<file path="src/rtl/sdz_pkg.sv">
// shared types and constants for the stick dead zone and button edge block
// no dependencies; imported by every module of the block
package sdz_pkg;

   localparam int unsigned ITERS = 16;
   localparam int unsigned CNT_W = $clog2(ITERS);
   localparam logic [CNT_W-1:0] CNT_LAST = CNT_W'(ITERS - 1);

   localparam int unsigned AXIS_W = 16;
   localparam int unsigned SQ_W = 32;
   localparam int unsigned DZ_W = 15;

   localparam logic [DZ_W-1:0] FULL_SCALE = 15'h7fff;
   localparam logic [DZ_W-1:0] DZ_RESET = 15'd7849;
   localparam logic [AXIS_W-1:0] MAG_MAX = 16'd46341;
   localparam logic [AXIS_W-1:0] Q_MAX = 16'h8000;

   localparam int unsigned CSR_AW = 3;
   localparam int unsigned CSR_DW = 32;
   localparam logic [CSR_AW-3:0] REG_DEAD_ZONE = 1'b0;

   typedef enum logic [2:0] {
      ST_IDLE,
      ST_SQ_X,
      ST_SQ_Y,
      ST_ROOT,
      ST_DIV_INIT,
      ST_DIV_STEP,
      ST_FINISH
   } state_type;

   typedef enum logic [1:0] {
      DIV_X,
      DIV_Y,
      DIV_N
   } div_sel_type;

   typedef struct packed {
      logic accept;
      logic sq_x;
      logic sq_y;
      logic root_step;
      logic div_init;
      logic div_step;
      logic div_last;
      logic finish;
      div_sel_type sel;
      logic [CNT_W-1:0] cnt;
   } ctrl_type;

endpackage

</file>
<file path="src/rtl/sdz_req_if.sv">
// input channel carrying one polled pad sample per word
// depends on sdz_pkg for field widths
interface sdz_req_if
   import sdz_pkg::*;
();
   logic valid;
   logic ready;
   logic connected;
   logic [AXIS_W-1:0] buttons;
   logic signed [AXIS_W-1:0] stick_x;
   logic signed [AXIS_W-1:0] stick_y;
   logic [AXIS_W-1:0] button_mask;

   modport source (output valid, connected, buttons, stick_x, stick_y, button_mask,
                   input ready);
   modport sink (input valid, connected, buttons, stick_x, stick_y, button_mask,
                 output ready);
endinterface

</file>
<file path="src/rtl/sdz_rsp_if.sv">
// result channel carrying direction, magnitude and button flags per word
// depends on sdz_pkg for field widths
interface sdz_rsp_if
   import sdz_pkg::*;
();
   logic valid;
   logic ready;
   logic signed [AXIS_W-1:0] dir_x;
   logic signed [AXIS_W-1:0] dir_y;
   logic [AXIS_W-1:0] magnitude_norm;
   logic is_down;
   logic pressed;
   logic released;

   modport source (output valid, dir_x, dir_y, magnitude_norm, is_down, pressed, released,
                   input ready);
   modport sink (input valid, dir_x, dir_y, magnitude_norm, is_down, pressed, released,
                 output ready);
endinterface

</file>
<file path="src/rtl/sdz_csr.sv">
// apb register file holding the dead zone radius
// depends on sdz_pkg
module sdz_csr
   import sdz_pkg::*;
(
   input  logic clock,
   input  logic reset,
   input  logic psel,
   input  logic penable,
   input  logic pwrite,
   input  logic [CSR_AW-1:0] paddr,
   input  logic [CSR_DW-1:0] pwdata,
   output logic [CSR_DW-1:0] prdata,
   output logic pready,
   output logic [DZ_W-1:0] dead_zone
);
   logic [DZ_W-1:0] dz_ff;
   logic [DZ_W-1:0] dz_in;
   logic wr_hit;

   assign pready = 1'b1;
   assign wr_hit = psel && penable && pwrite && (paddr[CSR_AW-1:2] == REG_DEAD_ZONE);
   assign dz_in = wr_hit ? pwdata[DZ_W-1:0] : dz_ff;

   always_ff @(posedge clock) begin
      if (reset) begin
         dz_ff <= DZ_RESET;
      end else begin
         dz_ff <= dz_in;
      end
   end

   always_comb begin
      prdata = '0;
      if (paddr[CSR_AW-1:2] == REG_DEAD_ZONE) begin
         prdata = {{(CSR_DW-DZ_W){1'b0}}, dz_ff};
      end
   end

   assign dead_zone = dz_ff;
endmodule

</file>
<file path="src/rtl/sdz_trial_sub.sv">
// shared trial subtractor used by the root and divide steps
// depends on sdz_pkg
module sdz_trial_sub
   import sdz_pkg::*;
(
   input  logic [SQ_W-1:0] op_a,
   input  logic [SQ_W-1:0] op_b,
   output logic ge,
   output logic [SQ_W-1:0] diff
);
   logic [SQ_W:0] diff_w;

   assign diff_w = {1'b0, op_a} - {1'b0, op_b};
   assign ge = ~diff_w[SQ_W];
   assign diff = diff_w[SQ_W-1:0];
endmodule

</file>
<file path="src/rtl/sdz_ctrl.sv">
// sequencer: squares, sixteen root steps, then three sixteen-step divides
// depends on sdz_pkg
module sdz_ctrl
   import sdz_pkg::*;
(
   input  logic clock,
   input  logic reset,
   input  logic req_valid,
   input  logic req_connected,
   input  logic rsp_free,
   output logic req_ready,
   output ctrl_type ctrl
);
   state_type state_ff, state_in;
   logic [CNT_W-1:0] cnt_ff, cnt_in;
   div_sel_type sel_ff, sel_in;

   always_ff @(posedge clock) begin
      if (reset) begin
         state_ff <= ST_IDLE;
         cnt_ff <= '0;
         sel_ff <= DIV_X;
      end else begin
         state_ff <= state_in;
         cnt_ff <= cnt_in;
         sel_ff <= sel_in;
      end
   end

   // next state
   always_comb begin
      state_in = state_ff;
      cnt_in = '0;
      sel_in = sel_ff;
      case (state_ff)
         ST_IDLE: begin
            if (req_valid) begin
               state_in = req_connected ? ST_SQ_X : ST_FINISH;
            end
         end
         ST_SQ_X: state_in = ST_SQ_Y;
         ST_SQ_Y: state_in = ST_ROOT;
         ST_ROOT: begin
            cnt_in = cnt_ff + 1'b1;
            if (cnt_ff == CNT_LAST) begin
               state_in = ST_DIV_INIT;
               sel_in = DIV_X;
            end
         end
         ST_DIV_INIT: state_in = ST_DIV_STEP;
         ST_DIV_STEP: begin
            cnt_in = cnt_ff + 1'b1;
            if (cnt_ff == CNT_LAST) begin
               case (sel_ff)
                  DIV_X: begin
                     sel_in = DIV_Y;
                     state_in = ST_DIV_INIT;
                  end
                  DIV_Y: begin
                     sel_in = DIV_N;
                     state_in = ST_DIV_INIT;
                  end
                  default: state_in = ST_FINISH;
               endcase
            end
         end
         ST_FINISH: begin
            if (rsp_free) begin
               state_in = ST_IDLE;
            end
         end
         default: state_in = ST_IDLE;
      endcase
   end

   // outputs
   always_comb begin
      ctrl = '0;
      ctrl.sel = sel_ff;
      ctrl.cnt = cnt_ff;
      req_ready = 1'b0;
      case (state_ff)
         ST_IDLE: begin
            req_ready = 1'b1;
            ctrl.accept = req_valid;
         end
         ST_SQ_X: ctrl.sq_x = 1'b1;
         ST_SQ_Y: ctrl.sq_y = 1'b1;
         ST_ROOT: ctrl.root_step = 1'b1;
         ST_DIV_INIT: ctrl.div_init = 1'b1;
         ST_DIV_STEP: begin
            ctrl.div_step = 1'b1;
            ctrl.div_last = (cnt_ff == CNT_LAST);
         end
         ST_FINISH: ctrl.finish = rsp_free;
         default: ctrl = '0;
      endcase
   end
endmodule

</file>
<file path="src/rtl/stick_dead_zone_and_button_edges.sv">
// top level: stick normalization with circular dead zone and button edge flags
// depends on sdz_pkg, sdz_req_if, sdz_rsp_if, sdz_csr, sdz_trial_sub, sdz_ctrl
//
// usage
// - req takes one pad sample per word (connected, buttons, stick_x, stick_y, button_mask);
//   rsp returns one word per sample: dir_x, dir_y, magnitude_norm, is_down, pressed, released
// - valid/ready handshake on both channels; dead_zone sits at byte address 0 of the apb port;
//   the user must see that it is written only while the block is idle, as the block does not enforce it
// - a connected sample runs from accept to rsp valid through the squares of x and y on the
//   multiplier, 16 root steps and three 16-step divides (each after one setup step), all on
//   one shared trial subtractor, and last the load of the output register
// - a sample with connected low skips the arithmetic and goes straight to the output load,
//   repeating the last direction and magnitude
// - req.ready is high only while the sequencer is idle, so one sample is in flight and a
//   new one is accepted only once the sequencer is through with the last one
// - the result sits in an output register; the next sample is accepted while it waits, and
//   the sequencer holds its finished result until rsp is free
// - synchronous reset clears button history, held analog values and rsp.valid and sets
//   dead_zone to 7849
module stick_dead_zone_and_button_edges
   import sdz_pkg::*;
(
   input  logic clock,
   input  logic reset,
   sdz_req_if.sink req,
   sdz_rsp_if.source rsp,
   input  logic psel,
   input  logic penable,
   input  logic pwrite,
   input  logic [CSR_AW-1:0] paddr,
   input  logic [CSR_DW-1:0] pwdata,
   output logic [CSR_DW-1:0] prdata,
   output logic pready
);
   ctrl_type ctrl;
   logic [DZ_W-1:0] dead_zone;
   logic req_ready;
   logic rsp_free;

   logic conn_ff;
   logic [AXIS_W-1:0] cur_btn_ff, cur_btn_in;
   logic [AXIS_W-1:0] prev_btn_ff, prev_btn_in;
   logic [AXIS_W-1:0] mask_ff;
   logic [AXIS_W-1:0] ax_ff, ay_ff;
   logic x_neg_ff, y_neg_ff;
   logic [SQ_W-1:0] sq_ff, sq_in;
   logic [SQ_W-1:0] root_ff, root_in;
   logic [AXIS_W-1:0] rem_ff, rem_in;
   logic nb_ff, nb_in;
   logic [AXIS_W-1:0] qt_ff, qt_in;
   logic [AXIS_W-1:0] qx_ff, qy_ff, qn_ff;
   logic [AXIS_W-1:0] held_x_ff, held_x_in;
   logic [AXIS_W-1:0] held_y_ff, held_y_in;
   logic [AXIS_W-1:0] held_m_ff, held_m_in;
   logic rsp_valid_ff, rsp_valid_in;
   logic [AXIS_W-1:0] rsp_x_ff, rsp_y_ff, rsp_m_ff;
   logic rsp_down_ff, rsp_press_ff, rsp_rel_ff;

   logic [AXIS_W-1:0] abs_x, abs_y;
   logic [AXIS_W-1:0] mul_op;
   logic [SQ_W-1:0] mul_p;
   logic [4:0] shamt;
   logic [SQ_W-1:0] root_bit;
   logic [AXIS_W-1:0] mag;
   logic [DZ_W-1:0] mag_clip;
   logic above;
   logic [AXIS_W-1:0] num_n, den_n;
   logic [AXIS_W-1:0] div_num, div_den;
   logic [AXIS_W:0] trial;
   logic [SQ_W-1:0] op_a, op_b, sub_diff;
   logic sub_ge;
   logic [AXIS_W-1:0] q_fin;
   logic [AXIS_W-1:0] dir_x_new, dir_y_new, mag_new;
   logic [AXIS_W-1:0] cur_m, prev_m;

   sdz_csr u_csr (
      .clock(clock), .reset(reset), .psel(psel), .penable(penable), .pwrite(pwrite),
      .paddr(paddr), .pwdata(pwdata), .prdata(prdata), .pready(pready),
      .dead_zone(dead_zone)
   );

   sdz_ctrl u_ctrl (
      .clock(clock), .reset(reset), .req_valid(req.valid), .req_connected(req.connected),
      .rsp_free(rsp_free), .req_ready(req_ready), .ctrl(ctrl)
   );

   sdz_trial_sub u_sub (
      .op_a(op_a), .op_b(op_b), .ge(sub_ge), .diff(sub_diff)
   );

   assign req.ready = req_ready;
   assign rsp_free = !rsp_valid_ff || rsp.ready;

   // abs values and squares
   assign abs_x = req.stick_x[AXIS_W-1] ? AXIS_W'(-req.stick_x) : req.stick_x;
   assign abs_y = req.stick_y[AXIS_W-1] ? AXIS_W'(-req.stick_y) : req.stick_y;
   assign mul_op = ctrl.sq_x ? ax_ff : ay_ff;
   assign mul_p = mul_op * mul_op;

   always_comb begin
      sq_in = sq_ff;
      if (ctrl.sq_x) begin
         sq_in = mul_p;
      end else if (ctrl.sq_y) begin
         sq_in = sq_ff + mul_p;
      end else if (ctrl.root_step && sub_ge) begin
         sq_in = sub_diff;
      end
   end

   // root step operands
   assign shamt = {~ctrl.cnt, 1'b0};
   assign root_bit = SQ_W'(1) << shamt;

   always_comb begin
      root_in = root_ff;
      if (ctrl.sq_y) begin
         root_in = '0;
      end else if (ctrl.root_step) begin
         root_in = sub_ge ? ((root_ff >> 1) | root_bit) : (root_ff >> 1);
      end
   end

   // magnitude, clip and dead zone
   assign mag = root_ff[AXIS_W-1:0];
   assign mag_clip = (mag > {1'b0, FULL_SCALE}) ? FULL_SCALE : mag[DZ_W-1:0];
   assign above = mag_clip > dead_zone;
   assign num_n = above ? {1'b0, mag_clip - dead_zone} : '0;
   assign den_n = {1'b0, FULL_SCALE} - {1'b0, dead_zone};

   always_comb begin
      case (ctrl.sel)
         DIV_X: begin
            div_num = ax_ff;
            div_den = mag;
         end
         DIV_Y: begin
            div_num = ay_ff;
            div_den = mag;
         end
         default: begin
            div_num = num_n;
            div_den = den_n;
         end
      endcase
   end

   // divide steps
   assign trial = {rem_ff, nb_ff};
   assign op_a = ctrl.root_step ? sq_ff : {{(SQ_W-AXIS_W-1){1'b0}}, trial};
   assign op_b = ctrl.root_step ? (root_ff | root_bit) : {{(SQ_W-AXIS_W){1'b0}}, div_den};
   assign q_fin = {qt_ff[AXIS_W-2:0], sub_ge};

   always_comb begin
      rem_in = rem_ff;
      nb_in = nb_ff;
      qt_in = qt_ff;
      if (ctrl.div_init) begin
         rem_in = {1'b0, div_num[AXIS_W-1:1]};
         nb_in = div_num[0];
         qt_in = '0;
      end else if (ctrl.div_step) begin
         rem_in = sub_ge ? sub_diff[AXIS_W-1:0] : trial[AXIS_W-1:0];
         nb_in = 1'b0;
         qt_in = q_fin;
      end
   end

   // final selection
   always_comb begin
      if (mag == '0) begin
         dir_x_new = '0;
      end else if (x_neg_ff) begin
         dir_x_new = AXIS_W'(-qx_ff);
      end else begin
         dir_x_new = (qx_ff > {1'b0, FULL_SCALE}) ? {1'b0, FULL_SCALE} : qx_ff;
      end
      if (mag == '0) begin
         dir_y_new = '0;
      end else if (y_neg_ff) begin
         dir_y_new = AXIS_W'(-qy_ff);
      end else begin
         dir_y_new = (qy_ff > {1'b0, FULL_SCALE}) ? {1'b0, FULL_SCALE} : qy_ff;
      end
      mag_new = above ? qn_ff : '0;
   end

   assign held_x_in = (ctrl.finish && conn_ff) ? dir_x_new : held_x_ff;
   assign held_y_in = (ctrl.finish && conn_ff) ? dir_y_new : held_y_ff;
   assign held_m_in = (ctrl.finish && conn_ff) ? mag_new : held_m_ff;

   assign prev_btn_in = ctrl.accept ? cur_btn_ff : prev_btn_ff;
   assign cur_btn_in = ctrl.accept ? (req.connected ? req.buttons : '0) : cur_btn_ff;
   assign cur_m = cur_btn_ff & mask_ff;
   assign prev_m = prev_btn_ff & mask_ff;

   always_comb begin
      rsp_valid_in = rsp_valid_ff;
      if (ctrl.finish) begin
         rsp_valid_in = 1'b1;
      end else if (rsp.ready) begin
         rsp_valid_in = 1'b0;
      end
   end

   // control and architectural state
   always_ff @(posedge clock) begin
      if (reset) begin
         cur_btn_ff <= '0;
         prev_btn_ff <= '0;
         held_x_ff <= '0;
         held_y_ff <= '0;
         held_m_ff <= '0;
         rsp_valid_ff <= 1'b0;
      end else begin
         cur_btn_ff <= cur_btn_in;
         prev_btn_ff <= prev_btn_in;
         held_x_ff <= held_x_in;
         held_y_ff <= held_y_in;
         held_m_ff <= held_m_in;
         rsp_valid_ff <= rsp_valid_in;
      end
   end

   // working registers
   always_ff @(posedge clock) begin
      if (ctrl.accept) begin
         conn_ff <= req.connected;
         mask_ff <= req.button_mask;
         ax_ff <= abs_x;
         ay_ff <= abs_y;
         x_neg_ff <= req.stick_x[AXIS_W-1];
         y_neg_ff <= req.stick_y[AXIS_W-1];
      end
      sq_ff <= sq_in;
      root_ff <= root_in;
      rem_ff <= rem_in;
      nb_ff <= nb_in;
      qt_ff <= qt_in;
      if (ctrl.div_last) begin
         case (ctrl.sel)
            DIV_X: qx_ff <= q_fin;
            DIV_Y: qy_ff <= q_fin;
            default: qn_ff <= q_fin;
         endcase
      end
      if (ctrl.finish) begin
         rsp_x_ff <= held_x_in;
         rsp_y_ff <= held_y_in;
         rsp_m_ff <= held_m_in;
         rsp_down_ff <= (cur_m == mask_ff);
         rsp_press_ff <= (prev_m == '0) && (cur_m != '0);
         rsp_rel_ff <= (prev_m != '0) && (cur_m == '0);
      end
   end

   assign rsp.valid = rsp_valid_ff;
   assign rsp.dir_x = rsp_x_ff;
   assign rsp.dir_y = rsp_y_ff;
   assign rsp.magnitude_norm = rsp_m_ff;
   assign rsp.is_down = rsp_down_ff;
   assign rsp.pressed = rsp_press_ff;
   assign rsp.released = rsp_rel_ff;

   a_busy_after_accept: assert property (@(posedge clock) disable iff (reset)
      (req.valid && req.ready) |=> !req.ready)
      else $error("sequencer ready right after accepting a word");

   a_mag_range: assert property (@(posedge clock) disable iff (reset)
      ctrl.div_init |-> (root_ff[SQ_W-1:AXIS_W] == '0) && (mag <= MAG_MAX))
      else $error("root out of range");

   a_rem_below_den: assert property (@(posedge clock) disable iff (reset)
      (ctrl.div_step && (div_den != '0)) |-> (rem_ff < div_den))
      else $error("partial remainder not below divisor");

   a_quot_range: assert property (@(posedge clock) disable iff (reset)
      (ctrl.div_last && (div_den != '0)) |-> (q_fin <= Q_MAX))
      else $error("quotient above one");
endmodule

</file>
<file path="src/flat_wrapper.sv">
// flat-port wrapper written by rule: the top's interface ports become plain ports
module stick_dead_zone_and_button_edges_flat import sdz_pkg::*;
  (clock, reset, psel, penable, pwrite, paddr, pwdata, prdata, pready, req_valid, req_connected, req_buttons, req_stick_x, req_stick_y, req_button_mask, req_ready, rsp_valid, rsp_dir_x, rsp_dir_y, rsp_magnitude_norm, rsp_is_down, rsp_pressed, rsp_released, rsp_ready);
  sdz_req_if req_i ();
  sdz_rsp_if rsp_i ();
  input  logic clock;
  input  logic reset;
  input  logic psel;
  input  logic penable;
  input  logic pwrite;
  input  logic [CSR_AW-1:0] paddr;
  input  logic [CSR_DW-1:0] pwdata;
  output logic [CSR_DW-1:0] prdata;
  output logic pready;
  input wire logic [$bits(req_i.valid)-1:0] req_valid;
  input wire logic [$bits(req_i.connected)-1:0] req_connected;
  input wire logic [$bits(req_i.buttons)-1:0] req_buttons;
  input wire logic [$bits(req_i.stick_x)-1:0] req_stick_x;
  input wire logic [$bits(req_i.stick_y)-1:0] req_stick_y;
  input wire logic [$bits(req_i.button_mask)-1:0] req_button_mask;
  output wire logic [$bits(req_i.ready)-1:0] req_ready;
  output wire logic [$bits(rsp_i.valid)-1:0] rsp_valid;
  output wire logic [$bits(rsp_i.dir_x)-1:0] rsp_dir_x;
  output wire logic [$bits(rsp_i.dir_y)-1:0] rsp_dir_y;
  output wire logic [$bits(rsp_i.magnitude_norm)-1:0] rsp_magnitude_norm;
  output wire logic [$bits(rsp_i.is_down)-1:0] rsp_is_down;
  output wire logic [$bits(rsp_i.pressed)-1:0] rsp_pressed;
  output wire logic [$bits(rsp_i.released)-1:0] rsp_released;
  input wire logic [$bits(rsp_i.ready)-1:0] rsp_ready;
  assign req_i.valid = req_valid;
  assign req_i.connected = req_connected;
  assign req_i.buttons = req_buttons;
  assign req_i.stick_x = req_stick_x;
  assign req_i.stick_y = req_stick_y;
  assign req_i.button_mask = req_button_mask;
  assign req_ready = req_i.ready;
  assign rsp_valid = rsp_i.valid;
  assign rsp_dir_x = rsp_i.dir_x;
  assign rsp_dir_y = rsp_i.dir_y;
  assign rsp_magnitude_norm = rsp_i.magnitude_norm;
  assign rsp_is_down = rsp_i.is_down;
  assign rsp_pressed = rsp_i.pressed;
  assign rsp_released = rsp_i.released;
  assign rsp_i.ready = rsp_ready;
  stick_dead_zone_and_button_edges u_core (.clock(clock), .reset(reset), .req(req_i), .rsp(rsp_i), .psel(psel), .penable(penable), .pwrite(pwrite), .paddr(paddr), .pwdata(pwdata), .prdata(prdata), .pready(pready));
endmodule
</file>
<file path="config.mk">
export PLATFORM = sky130hd
export DESIGN_NAME = stick_dead_zone_and_button_edges_flat
export DESIGN_NICKNAME = d
export VERILOG_FILES = /design/src/rtl/sdz_pkg.sv /design/src/rtl/sdz_req_if.sv /design/src/rtl/sdz_rsp_if.sv /design/src/rtl/sdz_csr.sv /design/src/rtl/sdz_trial_sub.sv /design/src/rtl/sdz_ctrl.sv /design/src/rtl/stick_dead_zone_and_button_edges.sv /design/src/flat_wrapper.sv
export SDC_FILE = /design/constraint.sdc
export NUM_CORES = 1
export LEC_CHECK = 0
export BUFFER_PORTS_ARGS = -buffer_cell sky130_fd_sc_hd__buf_4
export CAP_MARGIN = 20
export CORE_MARGIN = 4
export CORE_UTILIZATION = 45
export DETAILED_ROUTE_END_ITERATION = 6
export SYNTH_ARGS = -nofsm -noshare
export SYNTH_HDL_FRONTEND = slang
export SYNTH_SLANG_ARGS = --single-unit
export TNS_END_PERCENT = 5
</file>
<file path="constraint.sdc">
create_clock -name clock -period 10.1 [get_ports clock]
set_clock_uncertainty 0.05 [all_clocks]
set_input_delay 2.02 -clock clock [delete_from_list [all_inputs] [get_ports clock]]
set_output_delay 2.02 -clock clock [all_outputs]
set_load 0.005 [all_outputs]
</file>
==> flow_metrics.tcl, run 1 <==
set metrics [dict create \
    cts_tree "done" \
    io_buffers 155 \
    synth_top_area_cell "edfxtp_1" \
    layout-drive-gt1-share_pct 10.9 \
    worst_path_largest_cell_delay_ns 0.54 \
    synth.top_cell.area_share_pct 22.3 \
    io_pins 193 \
    multi_input_area_um2 16000 \
    fp.dieH_um 251 \
    register_area_um2 8990 \
    critPathMaxFanout 10 \
    drc 0 \
    synth_seq_cells 350 \
    grt-ovfl-total 0 \
    synth_top_cells_by_area "edfxtp_1, fa_1, dfxtp_1" \
    crit_path_end_kind "flip-flop" \
    grt_pass1_vias 21200 \
    die-area_um2 63100 \
    wl_per_cell_um 19.3 \
    crit_path_start_kind "flip-flop" \
    drt_first_pass_iters 5 \
    synth-adder-area-share_pct 20.9 \
    drtIter0Drc 1820 \
    clock_sinks 350 \
    rsz0062_at_grt "false" \
    grt_antenna_before_repair 0 \
    worstMarginPinSlew_ns 1.05 \
    synth_mux_area_share_pct 1.18 \
    nNetsFinal 3544 \
    synthFlopType "edfxtp_1" \
    crit_slowest_cell "fa_1" \
    cts_root_buffer "clkbuf_16" \
    rows 88 \
    synth_xor_xnor_area_share_pct 4.31 \
    clk_pin_slew_worst_paths_ns 0.06 \
    cts-buffers-inserted 39 \
    postSynthCellCount 2956 \
    n_fill_cell 5434 \
    holdBufCountCts 0 \
    gp_congestion 0.931 \
    synth_async_sr_flop_share_pct 0 \
    dp_hpwl_mm 57.8 \
    antennaDiodeCount 0 \
    netlist_area_um2 26600 \
    drv_slew 0 \
    core_area_um2 58100 \
    slew_headroom_pct 30.2 \
    syn_area_per_cell_um2 9.01 \
    cp.arrival_ns 9.93 \
    seq_area_frac_synth_pct 33.8 \
    synthDistinctLibCells 89 \
    final-hold-violation-count 0 \
    status "finished clean" \
    via_per_inst 5.61 \
    clock_path_buffers 3 \
    setup_tns_ns 0 \
    period_minus_slack_ns 9.71 \
    path_class "flip-flop to flip-flop" \
    yosysWarnings 0 \
    synthSimpleGateAreaFrac_pct 16.5 \
    maxCapViolations 0 \
    critPathMostFrequentCell "fa_1" \
    finalSetupViolations 0 \
    cp.required_ns 10.32 \
    vias 21800 \
    htree_levels 2 \
    clock_latency_ns 0.54 \
    synth_top_family_by_area "adder cells" \
    fmax_mhz 103 \
    finalCritPeriodShare_pct 96.1 \
    synth_compound_area_share_pct 16.6 \
    hp-class "flip-flop to flip-flop" \
    grt_usage_pct 23.2 \
    fp.dieW_um 251 \
    synth_edf_count 198 \
    start_util_pct 45.8 \
    areaGrowthSynthToFinish_pct 12.9 \
    grt_max_degree 103 \
    final_antenna_net_count 0 \
    postRouteWirelength_mm 75.0 \
    grt_first_pass_wirelength_mm 118 \
]
==> metrics by stage <==
step                      area (µm²)  worst slack (ns)  cells  utilization, %  hold WS, ns
final                          30000             0.391   3885            51.7        0.404
after floorplan                26700             0.566   2972               -        0.375
after global placement         28700             0.335   3810            49.3        0.390
after detailed placement       28700             0.257   3810            49.3        0.395
after CTS                      30000             0.226   3881            51.6        0.405
after global routing           30000            0.0105   3885            51.7        0.424
==> what timing repair did <==
item / CTS / global route
endpoints found under the setup margin: 0 / 3
hold endpoints to repair: 0 / 0
setup buffers: 0 / 2
gates resized for setup: 0 / 5
==> Yosys cell counts, types with 66 or more instances <==
master      n
a21o_1     66
fa_1      162
dfxtp_1   152
clkbuf_1  106
xnor2_1    95
edfxtp_1  198
o21ai_0   107
inv_1     299
nand3_1    85
a21oi_1   246
nor2_1    212
ha_1      185
nand2_1   418
==> path summary, 6_finish.rpt <==
path	start	end	slack [ns]	cells after the start
hold / removal	u_core.prev_btn_ff[14]$_SDFFE_PP0P_	u_core.prev_btn_ff[14]$_SDFFE_PP0P_	0.40	2
setup / recovery	u_core.u_ctrl.state_ff[0]$_SDFFE_PP0P_	u_core.sq_ff[31]$_DFFE_PP_	0.39	38
setup reg to reg	u_core.u_ctrl.state_ff[0]$_SDFFE_PP0P_	u_core.sq_ff[31]$_DFFE_PP_	0.39	38
hold reg to reg	u_core.prev_btn_ff[14]$_SDFFE_PP0P_	u_core.prev_btn_ff[14]$_SDFFE_PP0P_	0.40	2
==> flip-flops by register name, indices dropped and copies added, names as in the netlist, 16 cells and up <==
name,flops
u_core.qx_ff,16
u_core.held_y_ff,16
u_core.qy_ff,16
u_core.ax_ff,16
u_core.cur_btn_ff,16
u_core.sq_ff,32
u_core.qn_ff,16
u_core.ay_ff,16
u_core.prev_btn_ff,16
u_core.rsp.dir_x,16
u_core.held_m_ff,16
u_core.root_ff,31
u_core.rsp.dir_y,16
u_core.held_x_ff,16
u_core.rem_ff,16
u_core.mask_ff,16
u_core.rsp.magnitude_norm,16
==> critical path, delay by kind of cell, from the launching register on <==
kind                       cells  cell delay, ns
adders and majority gates      8            3.20
AOI/OAI and AO/OA             12            2.52
and+or+nand+nor                6            1.46
buffers and inverters          9            1.27
DFF                            1            0.37
xor gates and xnor gates       2            0.37
muxes                          1            0.16
==> cells by family (layout without fill, tap and decap cells) <==
kind of cell / count (synthesis) / in the layout
AND/OR/NAND/NOR: 970 / 970
flip-flops: 350 / 350
multiplexers: 31 / 31
AO/OA/AOI/OAI: 674 / 674
other: 2 / 18
buffers and inverters: 451 / 599
XOR/XNOR: 131 / 131
adder cells (fa/ha/maj): 347 / 347
==> placed cells by master (no fill, tap or decap), types with 23 or more instances in the layout <==
master | netlist | layout
o21ai_0 | 107 | 107
fa_1 | 162 | 162
and2_1 | 24 | 24
dfxtp_1 | 152 | 152
a31oi_1 | 33 | 33
buf_4 | 20 | 218
a21oi_1 | 246 | 246
xnor2_1 | 95 | 95
nand2b_1 | 23 | 23
edfxtp_1 | 198 | 198
mux2i_1 | 29 | 28
ha_1 | 185 | 185
inv_1 | 299 | 298
nand2_1 | 418 | 417
nor2_1 | 212 | 208
a22o_1 | 27 | 27
nand3_1 | 85 | 85
nor3_1 | 48 | 47
xor2_1 | 36 | 36
a21o_1 | 66 | 66
nor2b_1 | 48 | 48
clkbuf_16 | 0 | 40
==> metal layers <==
| metal | GRT usage (%) | wire (µm) | vias up |
|---|---|---|---|
| met4 | 5.36 | 1700 | 0 |
| met5 | 0 | 0 | - |
| met3 | 3.00 | 4310 | 97 |
| li1 | - | - | 10400 |
| met2 | 37.0 | 34200 | 578 |
| met1 | 34.0 | 34700 | 10700 |
==> area by class of cell <==
cell class	instances	area share, %
inverter	308	3.86
tap	765	3.19
timing repair buffer	220	5.55
clock inverter	25	0.870
clock buffer	46	3.51
multi-input combinational	2171	53.1
sequential	350	29.9
Power of run 1 is left out: the tool's default activity adds up to more than one toggle a clock period on the data nets, which glitch-free logic cannot reach.
==> run 2, diff against run 1 <==
--- a/config.mk
+++ b/config.mk
@@ -8,7 +8,7 @@
 export BUFFER_PORTS_ARGS = -buffer_cell sky130_fd_sc_hd__buf_4
 export CAP_MARGIN = 20
 export CORE_MARGIN = 4
-export CORE_UTILIZATION = 45
+export CORE_UTILIZATION = 31
 export DETAILED_ROUTE_END_ITERATION = 6
 export SYNTH_ARGS = -nofsm -noshare
 export SYNTH_HDL_FRONTEND = slang
==> run 2 against run 1 <==
Fmax grew 2.2%. Routed wire length increased by 0.38%. Highest routed layer unchanged. Critical path type unchanged. Design area is 1.6% higher. Count of clock-buffer cells in the layout grew 15. Register-to-register slack improved by 0.21 ns. Critical endpoint unchanged. Non-clock buffer count decreased by 6. Largest cell class unchanged.
==> flow_metrics.tcl, run 2 (synthesis results as in run 1) <==
set metrics [dict create \
    fp.dieH_um 301 \
    crit_slowest_cell "fa_1" \
    rows 107 \
    wl_per_cell_um 17.6 \
    path_class "flip-flop to flip-flop" \
    drc 0 \
    cp.arrival_ns 9.74 \
    grt_first_pass_wirelength_mm 117 \
    final-hold-violation-count 0 \
    critPathMaxFanout 27 \
    cts_root_buffer "clkbuf_16" \
    maxCapViolations 0 \
    period_minus_slack_ns 9.50 \
    fmax_mhz 105 \
    clock_path_buffers 3 \
    die-area_um2 90600 \
    drtIter0Drc 1609 \
    status "finished clean" \
    largest_reg_flops 32 \
    critPathMostFrequentCell "fa_1" \
    grt_usage_pct 16.3 \
    layout.cells.non_filler 4270 \
    start_util_pct 31.3 \
    gp_congestion 0.882 \
    cts_tree "done" \
    worst_path_largest_cell_delay_ns 0.55 \
    final_antenna_net_count 0 \
    grt_antenna_before_repair 7 \
    cts-buffers-inserted 41 \
    setup_tns_ns 0 \
    grt_pass1_vias 20900 \
    cp.required_ns 10.34 \
    vias 21400 \
    grt_max_degree 90 \
    dp_hpwl_mm 58.1 \
    nNetsFinal 3540 \
    clk_pin_slew_worst_paths_ns 0.06 \
    fp.dieW_um 301 \
    drv_slew 0 \
    top_regs "u_core.sq_ff (32), u_core.root_ff (31)" \
    core_area_um2 85100 \
    layout_common_cells "nand2_1, inv_1, a21oi_1" \
    crit_path_end_kind "flip-flop" \
    top_register "u_core.sq_ff" \
    holdBufCountCts 0 \
    crit_path_start_kind "flip-flop" \
    io_pins 193 \
    slew_headroom_pct 30.9 \
    n_fill_cell 8729 \
    grt-ovfl-total 0 \
    via_per_inst 5.01 \
    postRouteWirelength_mm 75.3 \
    finalSetupViolations 0 \
    drt_first_pass_iters 6 \
    clock_sinks 350 \
    areaGrowthSynthToFinish_pct 14.7 \
    io_buffers 155 \
    dp.cells 4184 \
    htree_levels 2 \
    clock_latency_ns 0.57 \
    worstMarginPinSlew_ns 1.04 \
    finalCritPeriodShare_pct 94.0 \
    layout-drive-gt1-share_pct 10.7 \
    final_common_cell "nand2_1" \
    hp-class "flip-flop to flip-flop" \
    rsz0062_at_grt "false" \
]
-- run 2: cell count changes in the layout (fill, tap and decap cells not counted), sizes merged --
| cell | change |
|---|---|
| bufinv | -2 |
| inv | -1 |
| buf | -6 |
| clkinv | -11 |
| clkinvlp | +4 |
| clkbuf | +15 |
| diode | +7 |
-- run 2: path summary, 6_finish.rpt --
check                                         startpoint                                 end  slack, ns  cells after the start
hold / removal        u_core.prev_btn_ff[9]$_SDFFE_PP0P_  u_core.prev_btn_ff[9]$_SDFFE_PP0P_       0.40                      2
setup reg to reg  u_core.u_ctrl.state_ff[0]$_SDFFE_PP0P_          u_core.sq_ff[31]$_DFFE_PP_       0.60                     35
setup / recovery  u_core.u_ctrl.state_ff[0]$_SDFFE_PP0P_          u_core.sq_ff[31]$_DFFE_PP_       0.60                     35
hold reg to reg       u_core.prev_btn_ff[9]$_SDFFE_PP0P_  u_core.prev_btn_ff[9]$_SDFFE_PP0P_       0.40                      2
-- run 2: what timing repair did --
action,4_1_cts,5_1_grt
setup endpoints to repair,0,2
resized for setup,0,7
setup buffers,0,3
-- run 2: critical path: cells and delay by family (launching register included) --
| family | cells | cell delay, ns |
|---|---|---|
| adder cells (fa/ha/maj) | 8 | 3.87 |
| AO/OA/AOI/OAI | 11 | 2.12 |
| AND/OR/NAND/NOR | 9 | 1.73 |
| buffers and inverters | 5 | 0.66 |
| XOR/XNOR | 2 | 0.41 |
| flip-flops | 1 | 0.34 |
-- run 2: layout make-up --
cell class	count	area (µm²)	share of cell area [%]
Multi-Input combinational cell	2171	16000	52.3
Antenna cell	7	17.5	0.0574
Sequential cell	350	8990	29.4
Inverter	308	1160	3.80
Clock inverter	15	163	0.533
Clock buffer	61	1200	3.95
Tap cell	1144	1430	4.69
Timing Repair Buffer	214	1610	5.26
-- run 2: per-layer routing --
layer	track usage [%]	wire, µm	vias to the layer above
li1	-	-	10500
met2	26.0	34200	594
met3	2.59	4700	131
met1	22.2	33700	10200
met4	6.15	2660	0
met5	0	0	-
-- run 2: through the flow --
step / instance area (µm²) / util, % / setup slack, ns / hold WS [ns]
global route: 30500 / 35.9 / 0.00724 / 0.414
CTS: 30500 / 35.8 / 0.157 / 0.404
global placement: 29100 / 34.2 / 0.243 / 0.386
floorplan: 26700 / - / 0.566 / 0.375
detailed placement: 29100 / 34.2 / 0.177 / 0.397
finish: 30500 / 35.9 / 0.603 / 0.402
Power of run 2 is left out for the same reason.
